--- config.mk ---
export PLATFORM = sky130hd
export DESIGN_NAME = sorted_repeating_timer_queue
export DESIGN_NICKNAME = d
export VERILOG_FILES = /design/src/rtl/core/srtq_pkg.sv /design/src/rtl/core/srtq_cell.sv /design/src/rtl/core/srtq_ctrl.sv /design/src/rtl/core/sorted_repeating_timer_queue.sv
export VERILOG_INCLUDE_DIRS = /design/src /design/src/rtl/core
export SDC_FILE = /design/constraint.sdc
export NUM_CORES = 2
export LEC_CHECK = 0
export ABC_AREA = 1
export BUFFER_PORTS_ARGS = -buffer_cell sky130_fd_sc_hd__buf_2
export CELL_PAD_IN_SITES_DETAIL_PLACEMENT = 0
export CELL_PAD_IN_SITES_GLOBAL_PLACEMENT = 1
export CORE_MARGIN = 2
export CORE_UTILIZATION = 35
export CTS_CLUSTER_SIZE = 24
export DETAILED_ROUTE_END_ITERATION = 6
export MAX_ROUTING_LAYER = met4
export PLACE_DENSITY_LB_ADDON = 0.25
export SYNTH_ARGS = -nofsm -noshare
export SYNTH_HDL_FRONTEND = slang
export SYNTH_HIERARCHICAL = 1
export SYNTH_SLANG_ARGS = --single-unit
export TNS_END_PERCENT = 10
--- constraint.sdc ---
create_clock -name clk -period 8.4 [get_ports clk]
set_input_delay 1.68 -clock clk [delete_from_list [all_inputs] [get_ports clk]]
set_output_delay 1.68 -clock clk [all_outputs]
set_load 0.05 [all_outputs]
--- src/rtl/core/sorted_repeating_timer_queue_assert.svh ---
// Assertion macros for the sorted repeating timer queue.
// Used by srtq_ctrl and sorted_repeating_timer_queue; expects clk and rst_n in scope.
`ifndef SORTED_REPEATING_TIMER_QUEUE_ASSERT_SVH
`define SORTED_REPEATING_TIMER_QUEUE_ASSERT_SVH

// same-cycle implication, checked out of reset
`define SRTQ_ASSERT_NOW(label, ante, cons, msg) \
    label: assert property (@(posedge clk) disable iff (!rst_n) (ante) |-> (cons)) else $error(msg);

// next-cycle implication, checked out of reset
`define SRTQ_ASSERT_NEXT(label, ante, cons, msg) \
    label: assert property (@(posedge clk) disable iff (!rst_n) (ante) |=> (cons)) else $error(msg);

`endif

--- src/rtl/core/srtq_pkg.sv ---
// Shared types and constants for the sorted repeating timer queue.
// No dependencies.
package srtq_pkg;

    localparam int ID_W             = 4;
    localparam int FUNC_W           = 2;
    localparam int STATUS_W         = 2;
    localparam int DELAY_W          = 32;
    localparam int NOW_W            = 32;
    localparam int REPEAT_W         = 8;
    localparam int NUM_SLOTS        = 1 << ID_W;
    localparam int DEF_QUEUE_DEPTH  = 16;
    localparam int DEF_TIME_WIDTH   = 32;

    typedef enum logic [FUNC_W-1:0] {
        FN_SCHEDULE = 2'd0,
        FN_REMOVE   = 2'd1,
        FN_TICK     = 2'd2,
        FN_DEFUNCT  = 2'd3
    } func_t;

    typedef enum logic [STATUS_W-1:0] {
        RS_DONE    = 2'd0,
        RS_FIRED   = 2'd1,
        RS_DROPPED = 2'd2,
        RS_FULL    = 2'd3
    } status_t;

    typedef enum logic [1:0] {
        OP_NOP    = 2'd0,
        OP_INSERT = 2'd1,
        OP_DELETE = 2'd2,
        OP_POP    = 2'd3
    } chain_op_t;

    typedef enum logic [2:0] {
        S_IDLE,
        S_INSERT,
        S_RESULT,
        S_HEAD,
        S_REQUEUE
    } state_t;

    // command broadcast to every cell
    typedef struct packed {
        chain_op_t       op;
        logic [ID_W-1:0] id;
    } chain_cmd_t;

    // what the controller sees of the chain
    typedef struct packed {
        logic            head_valid;
        logic [ID_W-1:0] head_id;
        logic            full;
    } chain_stat_t;

endpackage

--- src/rtl/core/srtq_cell.sv ---
// One queue cell: holds a due time, a timer id and a valid bit.
// Depends on srtq_pkg.
module srtq_cell #(
    parameter int TIME_WIDTH = srtq_pkg::DEF_TIME_WIDTH
) (
    input  logic                      clk,
    input  logic                      rst_n,
    input  srtq_pkg::chain_cmd_t      cmd,
    input  logic [TIME_WIDTH-1:0]     key_time,
    input  logic                      prev_at_or_before,
    input  logic                      prev_valid,
    input  logic [TIME_WIDTH-1:0]     prev_due,
    input  logic [srtq_pkg::ID_W-1:0] prev_id,
    input  logic                      next_valid,
    input  logic [TIME_WIDTH-1:0]     next_due,
    input  logic [srtq_pkg::ID_W-1:0] next_id,
    input  logic                      hit_in,
    output logic                      at_or_before,
    output logic                      hit_out,
    output logic                      valid,
    output logic [TIME_WIDTH-1:0]     due,
    output logic [srtq_pkg::ID_W-1:0] id
);

    logic                      valid_reg;
    logic                      valid_next;
    logic [TIME_WIDTH-1:0]     due_reg;
    logic [TIME_WIDTH-1:0]     due_next;
    logic [srtq_pkg::ID_W-1:0] id_reg;
    logic [srtq_pkg::ID_W-1:0] id_next;

    // ids are unique in the queue, so at most one cell hits
    assign at_or_before = valid_reg && (due_reg <= key_time);
    assign hit_out      = hit_in || (valid_reg && (id_reg == cmd.id));

    always_comb
    begin
        valid_next = valid_reg;
        due_next   = due_reg;
        id_next    = id_reg;
        unique case (cmd.op)
            srtq_pkg::OP_NOP:
            begin
            end
            srtq_pkg::OP_INSERT:
            begin
                valid_next = prev_valid;
                if (!at_or_before)
                begin
                    if (prev_at_or_before)
                    begin
                        due_next = key_time;
                        id_next  = cmd.id;
                    end
                    else
                    begin
                        due_next = prev_due;
                        id_next  = prev_id;
                    end
                end
            end
            srtq_pkg::OP_DELETE:
            begin
                if (hit_out)
                begin
                    valid_next = next_valid;
                    due_next   = next_due;
                    id_next    = next_id;
                end
            end
            srtq_pkg::OP_POP:
            begin
                valid_next = next_valid;
                due_next   = next_due;
                id_next    = next_id;
            end
            default:
            begin
            end
        endcase
    end

    always_ff @(posedge clk or negedge rst_n)
    begin
        if (!rst_n)
            valid_reg <= 1'b0;
        else
            valid_reg <= valid_next;
    end

    always_ff @(posedge clk)
    begin
        due_reg <= due_next;
        id_reg  <= id_next;
    end

    assign valid = valid_reg;
    assign due   = due_reg;
    assign id    = id_reg;

endmodule

--- src/rtl/core/srtq_ctrl.sv ---
// Sequencer for the timer queue: slot tables, tick walk and result register.
// Depends on srtq_pkg and sorted_repeating_timer_queue_assert.svh.
`include "sorted_repeating_timer_queue_assert.svh"

module srtq_ctrl #(
    parameter int TIME_WIDTH = srtq_pkg::DEF_TIME_WIDTH
) (
    input  logic                          clk,
    input  logic                          rst_n,
    input  logic                          req_valid,
    output logic                          req_stall,
    input  logic [srtq_pkg::FUNC_W-1:0]   func,
    input  logic [srtq_pkg::ID_W-1:0]     timer_id,
    input  logic [srtq_pkg::DELAY_W-1:0]  delay,
    input  logic signed [srtq_pkg::REPEAT_W-1:0] repeat_req,
    input  logic                          immediate,
    input  logic [srtq_pkg::NOW_W-1:0]    now,
    output logic                          rsp_valid,
    input  logic                          rsp_stall,
    output logic [srtq_pkg::STATUS_W-1:0] status,
    output logic [srtq_pkg::ID_W-1:0]     fired_id,
    output logic                          last,
    output srtq_pkg::chain_cmd_t          cmd,
    output logic [TIME_WIDTH-1:0]         key_time,
    input  srtq_pkg::chain_stat_t         stat,
    input  logic [TIME_WIDTH-1:0]         head_due
);

    localparam int NS = srtq_pkg::NUM_SLOTS;
    localparam int IW = srtq_pkg::ID_W;

    srtq_pkg::state_t              state_reg, state_next;
    logic [IW-1:0]                 id_reg, id_next;
    logic [TIME_WIDTH-1:0]         now_reg, now_next;
    logic [TIME_WIDTH-1:0]         key_time_reg, key_time_next;
    srtq_pkg::status_t             res_status_reg, res_status_next;
    logic                          pend_valid_reg, pend_valid_next;
    logic [IW-1:0]                 pend_id_reg, pend_id_next;
    logic [NS-1:0]                 fired_reg, fired_next;
    logic [NS-1:0]                 slot_defunct_reg, slot_defunct_next;
    logic [srtq_pkg::DELAY_W-1:0]  slot_delay_reg [NS];
    logic [srtq_pkg::DELAY_W-1:0]  slot_delay_next [NS];
    logic [srtq_pkg::REPEAT_W-1:0] slot_repeat_reg [NS];
    logic [srtq_pkg::REPEAT_W-1:0] slot_repeat_next [NS];
    logic                          rsp_valid_reg, rsp_valid_next;
    logic [srtq_pkg::STATUS_W-1:0] status_reg, status_next;
    logic [IW-1:0]                 fired_id_reg, fired_id_next;
    logic                          last_reg, last_next;

    logic          out_free;
    logic          out_load;
    logic [IW-1:0] h;
    logic          head_defunct;
    logic          head_late;
    logic          head_fired;
    logic          head_stop;

    assign out_free     = !rsp_valid_reg || !rsp_stall;
    assign h            = stat.head_id;
    assign head_defunct = slot_defunct_reg[h];
    assign head_late    = head_due > now_reg;
    assign head_fired   = fired_reg[h];
    assign head_stop    = !stat.head_valid || (!head_defunct && (head_late || head_fired));

    always_comb
    begin
        state_next        = state_reg;
        id_next           = id_reg;
        now_next          = now_reg;
        key_time_next     = key_time_reg;
        res_status_next   = res_status_reg;
        pend_valid_next   = pend_valid_reg;
        pend_id_next      = pend_id_reg;
        fired_next        = fired_reg;
        slot_defunct_next = slot_defunct_reg;
        slot_delay_next   = slot_delay_reg;
        slot_repeat_next  = slot_repeat_reg;
        out_load          = 1'b0;
        status_next       = status_reg;
        fired_id_next     = fired_id_reg;
        last_next         = last_reg;
        cmd.op            = srtq_pkg::OP_NOP;
        cmd.id            = id_reg;

        unique case (state_reg)
            srtq_pkg::S_IDLE:
            begin
                cmd.id = timer_id;
                if (req_valid)
                begin
                    id_next         = timer_id;
                    now_next        = TIME_WIDTH'(now);
                    res_status_next = srtq_pkg::RS_DONE;
                    unique case (srtq_pkg::func_t'(func))
                        srtq_pkg::FN_SCHEDULE:
                        begin
                            slot_delay_next[timer_id]   = delay;
                            slot_repeat_next[timer_id]  = repeat_req;
                            slot_defunct_next[timer_id] = 1'b0;
                            key_time_next = immediate ? '0
                                          : TIME_WIDTH'(now) + TIME_WIDTH'(delay);
                            cmd.op     = srtq_pkg::OP_DELETE;
                            state_next = srtq_pkg::S_INSERT;
                        end
                        srtq_pkg::FN_REMOVE:
                        begin
                            cmd.op     = srtq_pkg::OP_DELETE;
                            state_next = srtq_pkg::S_RESULT;
                        end
                        srtq_pkg::FN_TICK:
                        begin
                            fired_next      = '0;
                            pend_valid_next = 1'b0;
                            state_next      = srtq_pkg::S_HEAD;
                        end
                        srtq_pkg::FN_DEFUNCT:
                        begin
                            slot_defunct_next[timer_id] = 1'b1;
                            state_next = srtq_pkg::S_RESULT;
                        end
                        default:
                        begin
                        end
                    endcase
                end
            end
            srtq_pkg::S_INSERT:
            begin
                if (stat.full)
                    res_status_next = srtq_pkg::RS_FULL;
                else
                    cmd.op = srtq_pkg::OP_INSERT;
                state_next = srtq_pkg::S_RESULT;
            end
            srtq_pkg::S_RESULT:
            begin
                if (out_free)
                begin
                    out_load      = 1'b1;
                    status_next   = res_status_reg;
                    fired_id_next = id_reg;
                    last_next     = 1'b1;
                    state_next    = srtq_pkg::S_IDLE;
                end
            end
            srtq_pkg::S_HEAD:
            begin
                // one fired word is held back until we know whether it is the last
                if (head_stop)
                begin
                    if (out_free)
                    begin
                        out_load        = 1'b1;
                        status_next     = pend_valid_reg ? srtq_pkg::RS_FIRED
                                                         : srtq_pkg::RS_DONE;
                        fired_id_next   = pend_valid_reg ? pend_id_reg : '0;
                        last_next       = 1'b1;
                        pend_valid_next = 1'b0;
                        state_next      = srtq_pkg::S_IDLE;
                    end
                end
                else if (head_defunct)
                begin
                    if (out_free)
                    begin
                        out_load = 1'b1;
                        if (pend_valid_reg)
                        begin
                            status_next     = srtq_pkg::RS_FIRED;
                            fired_id_next   = pend_id_reg;
                            last_next       = 1'b0;
                            pend_valid_next = 1'b0;
                        end
                        else
                        begin
                            status_next   = srtq_pkg::RS_DROPPED;
                            fired_id_next = h;
                            last_next     = 1'b1;
                            cmd.op        = srtq_pkg::OP_POP;
                            state_next    = srtq_pkg::S_IDLE;
                        end
                    end
                end
                else if (!pend_valid_reg || out_free)
                begin
                    if (pend_valid_reg)
                    begin
                        out_load      = 1'b1;
                        status_next   = srtq_pkg::RS_FIRED;
                        fired_id_next = pend_id_reg;
                        last_next     = 1'b0;
                    end
                    pend_valid_next = 1'b1;
                    pend_id_next    = h;
                    fired_next[h]   = 1'b1;
                    cmd.op          = srtq_pkg::OP_POP;
                    if (slot_repeat_reg[h] != '0)
                    begin
                        key_time_next = now_reg + TIME_WIDTH'(slot_delay_reg[h]);
                        id_next       = h;
                        // top bit set means repeat forever
                        if (!slot_repeat_reg[h][srtq_pkg::REPEAT_W-1])
                            slot_repeat_next[h] = slot_repeat_reg[h]
                                                - srtq_pkg::REPEAT_W'(1);
                        state_next = srtq_pkg::S_REQUEUE;
                    end
                end
            end
            srtq_pkg::S_REQUEUE:
            begin
                cmd.op     = srtq_pkg::OP_INSERT;
                state_next = srtq_pkg::S_HEAD;
            end
            default:
            begin
                state_next = srtq_pkg::S_IDLE;
            end
        endcase

        if (out_load)
            rsp_valid_next = 1'b1;
        else if (!rsp_stall)
            rsp_valid_next = 1'b0;
        else
            rsp_valid_next = rsp_valid_reg;
    end

    always_ff @(posedge clk or negedge rst_n)
    begin
        if (!rst_n)
        begin
            state_reg        <= srtq_pkg::S_IDLE;
            pend_valid_reg   <= 1'b0;
            fired_reg        <= '0;
            slot_defunct_reg <= '0;
            rsp_valid_reg    <= 1'b0;
        end
        else
        begin
            state_reg        <= state_next;
            pend_valid_reg   <= pend_valid_next;
            fired_reg        <= fired_next;
            slot_defunct_reg <= slot_defunct_next;
            rsp_valid_reg    <= rsp_valid_next;
        end
    end

    always_ff @(posedge clk)
    begin
        id_reg          <= id_next;
        now_reg         <= now_next;
        key_time_reg    <= key_time_next;
        res_status_reg  <= res_status_next;
        pend_id_reg     <= pend_id_next;
        slot_delay_reg  <= slot_delay_next;
        slot_repeat_reg <= slot_repeat_next;
        status_reg      <= status_next;
        fired_id_reg    <= fired_id_next;
        last_reg        <= last_next;
    end

    assign req_stall = (state_reg != srtq_pkg::S_IDLE);
    assign key_time  = key_time_reg;
    assign rsp_valid = rsp_valid_reg;
    assign status    = status_reg;
    assign fired_id  = fired_id_reg;
    assign last      = last_reg;

    `SRTQ_ASSERT_NOW(a_pend_only_in_tick, state_reg == srtq_pkg::S_IDLE, !pend_valid_reg, "held fired word outside a tick")
    `SRTQ_ASSERT_NEXT(a_last_ends_item, out_load && last_next, state_reg == srtq_pkg::S_IDLE, "final word did not end the item")
    `SRTQ_ASSERT_NOW(a_requeue_after_pop, state_reg == srtq_pkg::S_REQUEUE, pend_valid_reg && (pend_id_reg == id_reg), "requeue of a timer that did not just fire")

endmodule

--- src/rtl/core/sorted_repeating_timer_queue.sv ---
// Sorted repeating timer queue: a row of QUEUE_DEPTH cells kept in due-time order.
// A remove or mark-defunct passes through S_RESULT, a schedule through S_INSERT and then
// S_RESULT, where the word waits while the output is stalled. A tick pops each fired timer
// in S_HEAD, with a requeue in S_REQUEUE for a repeating one, then sends the final word (a
// defunct drop is that word); up to 16 words, one per cycle at most. One item at a time.
// Reset (rst_n, asynchronous, active low) empties the queue and clears all defunct flags.
`include "sorted_repeating_timer_queue_assert.svh"

module sorted_repeating_timer_queue #(
    parameter int QUEUE_DEPTH = srtq_pkg::DEF_QUEUE_DEPTH,
    parameter int TIME_WIDTH  = srtq_pkg::DEF_TIME_WIDTH
) (
    input  logic                          clk,
    input  logic                          rst_n,
    input  logic                          req_valid,
    output logic                          req_stall,
    input  logic [srtq_pkg::FUNC_W-1:0]   func,
    input  logic [srtq_pkg::ID_W-1:0]     timer_id,
    input  logic [srtq_pkg::DELAY_W-1:0]  delay,
    input  logic signed [srtq_pkg::REPEAT_W-1:0] repeat_req,
    input  logic                          immediate,
    input  logic [srtq_pkg::NOW_W-1:0]    now,
    output logic                          rsp_valid,
    input  logic                          rsp_stall,
    output logic [srtq_pkg::STATUS_W-1:0] status,
    output logic [srtq_pkg::ID_W-1:0]     fired_id,
    output logic                          last
);

    // Each cell compares its own due time against the broadcast key and looks only at
    // its neighbours: insert shifts the tail down by one, delete and pop shift up.
    // The delete hit ripples down the row as a one-bit prefix so the matching cell and every
    // cell past it pull from their successor. Valid cells are always packed from the head.

    srtq_pkg::chain_cmd_t          cmd;
    srtq_pkg::chain_stat_t         stat;
    logic [TIME_WIDTH-1:0]         key_time;

    logic [QUEUE_DEPTH-1:0]        cell_valid;
    logic [QUEUE_DEPTH-1:0]        cell_le;
    logic [QUEUE_DEPTH-1:0]        cell_hit;
    logic [TIME_WIDTH-1:0]         cell_due [QUEUE_DEPTH];
    logic [srtq_pkg::ID_W-1:0]     cell_id  [QUEUE_DEPTH];

    for (genvar i = 0; i < QUEUE_DEPTH; i++)
    begin : g_cell
        logic                      p_le;
        logic                      p_valid;
        logic [TIME_WIDTH-1:0]     p_due;
        logic [srtq_pkg::ID_W-1:0] p_id;
        logic                      n_valid;
        logic [TIME_WIDTH-1:0]     n_due;
        logic [srtq_pkg::ID_W-1:0] n_id;
        logic                      h_in;

        if (i == 0)
        begin : g_head
            // ahead of the head sits a virtual cell that is valid and always earlier
            assign p_le    = 1'b1;
            assign p_valid = 1'b1;
            assign p_due   = '0;
            assign p_id    = '0;
            assign h_in    = 1'b0;
        end
        else
        begin : g_body
            assign p_le    = cell_le[i-1];
            assign p_valid = cell_valid[i-1];
            assign p_due   = cell_due[i-1];
            assign p_id    = cell_id[i-1];
            assign h_in    = cell_hit[i-1];
        end

        if (i == QUEUE_DEPTH - 1)
        begin : g_tail
            assign n_valid = 1'b0;
            assign n_due   = '0;
            assign n_id    = '0;
        end
        else
        begin : g_mid
            assign n_valid = cell_valid[i+1];
            assign n_due   = cell_due[i+1];
            assign n_id    = cell_id[i+1];
        end

        srtq_cell #(
            .TIME_WIDTH (TIME_WIDTH)
        ) u_cell (
            .clk               (clk),
            .rst_n             (rst_n),
            .cmd               (cmd),
            .key_time          (key_time),
            .prev_at_or_before (p_le),
            .prev_valid        (p_valid),
            .prev_due          (p_due),
            .prev_id           (p_id),
            .next_valid        (n_valid),
            .next_due          (n_due),
            .next_id           (n_id),
            .hit_in            (h_in),
            .at_or_before      (cell_le[i]),
            .hit_out           (cell_hit[i]),
            .valid             (cell_valid[i]),
            .due               (cell_due[i]),
            .id                (cell_id[i])
        );
    end

    assign stat.head_valid = cell_valid[0];
    assign stat.head_id    = cell_id[0];
    assign stat.full       = cell_valid[QUEUE_DEPTH-1];

    srtq_ctrl #(
        .TIME_WIDTH (TIME_WIDTH)
    ) u_ctrl (
        .clk        (clk),
        .rst_n      (rst_n),
        .req_valid  (req_valid),
        .req_stall  (req_stall),
        .func       (func),
        .timer_id   (timer_id),
        .delay      (delay),
        .repeat_req (repeat_req),
        .immediate  (immediate),
        .now        (now),
        .rsp_valid  (rsp_valid),
        .rsp_stall  (rsp_stall),
        .status     (status),
        .fired_id   (fired_id),
        .last       (last),
        .cmd        (cmd),
        .key_time   (key_time),
        .stat       (stat),
        .head_due   (cell_due[0])
    );

    // packed from the head: the valid vector is always of the form 0..01..1
    `SRTQ_ASSERT_NOW(a_row_packed, 1'b1, (cell_valid & (cell_valid + 1'b1)) == '0, "hole in the cell row")
    `SRTQ_ASSERT_NOW(a_no_insert_full, cmd.op == srtq_pkg::OP_INSERT, !cell_valid[QUEUE_DEPTH-1], "insert into a full row")
    `SRTQ_ASSERT_NEXT(a_pop_shrinks, cmd.op == srtq_pkg::OP_POP, $countones(cell_valid) == $countones($past(cell_valid)) - 1, "pop did not remove one cell")

endmodule
==> flow_summary.toml <==
[run_status]
status = "completed"

[critical_path]
cp-end-kind = "flip-flop"
worst-setup-path-type = "reg -> reg"
critPathMaxFanout = 36
critical_path.most_common_cell = "o21bai_2"
cp_slowest_cell = "buf_4"
cp.required_ps = 8880
worst-r2r-setup-slack_ps = 2320
arrival_ps = 6560
cpPeakStageDelay_ps = 440
r2r-end = "g_cell[15].u_cell/due[8]"
r2r-start = "u_ctrl/state_reg[1]"
crit_path_start_kind = "flip-flop"
reg2regPathDepth = 27

[synth]
netlist_area_mm2 = 0.0791
synthesis.instances = 8646
synth_warnings = 6
syn_avg_cell_area_um2 = 9.15

[clock_tree]
clock_path_buffers = 3
ctsHoldBuffers = 0
cts-buffers-inserted = 159
clock_sinks = 1349
insertion_delay_ps = 850
ctsResizeCount = 0
clock-root-buffer = "clkbuf_16"
path_clk_slew_ps = 60
cts_tree = "done"
ctsHtreeMaxLevel = 4
cts_setup_buffers = 0

[grt]
use_met1_pct = 27.0
track_usage_pct = 20.6
grt.met2_usage_pct = 33.8
grt_remaining_overflow = 0
met3_usage_pct = 2.61
grt_max_degree = 255
gr-max-usage-layer = "met2"
grt_pass1_wl_um = 359000
first_global_vias = 60473
antenna_found_initial = 11

[power]
power_leakage_uw = 0.0340
switching_power_uw = 13000
powerDensity_mw_per_mm2 = 350
intPower_uw = 17900
combPwrFrac_pct = 40.9
total_power_uw = 30900
sw_frac_of_total_pct = 42.0
p_seq_share_pct = 37.2
pwr-share-clk_pct = 22.0
ir_worst_vdd_mv = 0.226

[timing]
relSlewSlack_pct = 21.0
fin_ws_ps = 2320
hold_ws_ps = 544
fin_crit_ps = 6080
fin_skew_ps = 64.5
hold_viol = 0
rsz0062_at_grt = "false"
setup_viol = 0
layout_worst_path_cycle_share_pct = 72.4
setup-tns-final_ps = 0
worstMarginPinSlew_ps = 1180
fmax_ghz = 0.164
final_max_slew_viol_count = 0

[routing]
wl_per_cell_um = 19.8
vias = 61260
routed_wl_um = 235000
drtIter0Drc = 4779
drt-vias-per-instance = 5.17
dr.pass1.iters = 6
ant_nets = 0
drc = 0

[floorplanning]
fp.dieW_um = 479
floorplan.die.height_um = 479
coreArea_mm2 = 0.225
die-area_mm2 = 0.230
initial_core_util_pct = 35.2
ios = 92
core.rowCount = 174

[placed_design]
place_area_mm2 = 0.0831
port_buffers = 91
hpwlAfterDp_um = 166000
gp_congestion = 0.880
place_ws_ps = 1860

[cells_and_area]
final_net_count = 9415
drive_above_1_share_pct = 6.97
final_area_mm2 = 0.0882
area_growth_pct = 11.5

[worst_hold_path]
hold_depth = 2
hold_end = "u_ctrl/fired_reg[0]"
hold_class = "reg -> reg"
worstHoldStart = "u_ctrl/fired_reg[0]"

[run]
max-cap-violations = 0
-- placed cells by master (no fill, tap or decap), types with 88 or more instances in the layout --
cell / n
o22ai_1: 117
nand2_1: 2173
buf_4: 88
clkbuf_16: 160
a22oi_1: 296
edfxtp_1: 1296
nand3_1: 90
ha_1: 612
inv_1: 905
a21oi_1: 680
nor2_1: 385
buf_2: 91
o21ai_0: 1088
-- routing by layer --
layer | share of wire [%] | routed length (um) | vias up
li1 | - | - | 30203
met1 | 46 | 107000 | 29358
met2 | 47 | 111000 | 1385
met3 | 4.6 | 10900 | 314
met4 | 2.4 | 5570 | 0
met5 | 0 | 0 | -
-- stage by stage --
stage          cells  utilization (%)
2_1_floorplan   8723                -
3_3_place_gp   11549             37.0
3_5_place_dp   11549             37.0
4_1_cts        11838             39.2
5_1_grt        11848             39.3
6_report       11849             39.3
-- how the worst max path moves through the flow --
| stage | depth (start not counted) | endpoint | from |
|---|---|---|---|
| after global placement | 25 | g_cell[15].u_cell/due[9] | timer_id[0] |
| after detailed placement | 25 | g_cell[15].u_cell/due[9] | timer_id[0] |
| after global routing | 27 | g_cell[15].u_cell/due[8] | u_ctrl/state_reg[1] |
| after CTS | 27 | g_cell[15].u_cell/due[9] | u_ctrl/state_reg[1] |
| after floorplan | 23 | g_cell[15].u_cell/due[0] | timer_id[3] |
| final | 27 | g_cell[15].u_cell/due[8] | u_ctrl/state_reg[1] |
-- critical path: cells and delay by family (launching register included) --
kind	cells	cell delay (ps)
AO/OA/AOI/OAI	17	3290
XOR/XNOR	1	130
buffers and inverters	5	1180
flip-flops	1	390
AND/OR/NAND/NOR	4	640
-- area by class of cell --
cell class,count,area [um2]
well taps,2992,3740
fillers,22544,136000
clock inverters,92,945
clock buffers,197,4150
inverters,917,3450
diodes,11,27.5
multi-input cells,6106,34400
repair buffers,185,1240
flip-flops and latches,1349,40200
-- power groups by stage --
stage               combinational [uW]  clock (uW)  sequential (uW)
global placement                 12400           0            11600
CTS                              12700        6980            11500
detailed placement               12700           0            11600
global route                     14400        7210            11700
finish                           12600        6790            11500
floorplan                         9150           0            10900
Power figures use the tool's default switching activity.
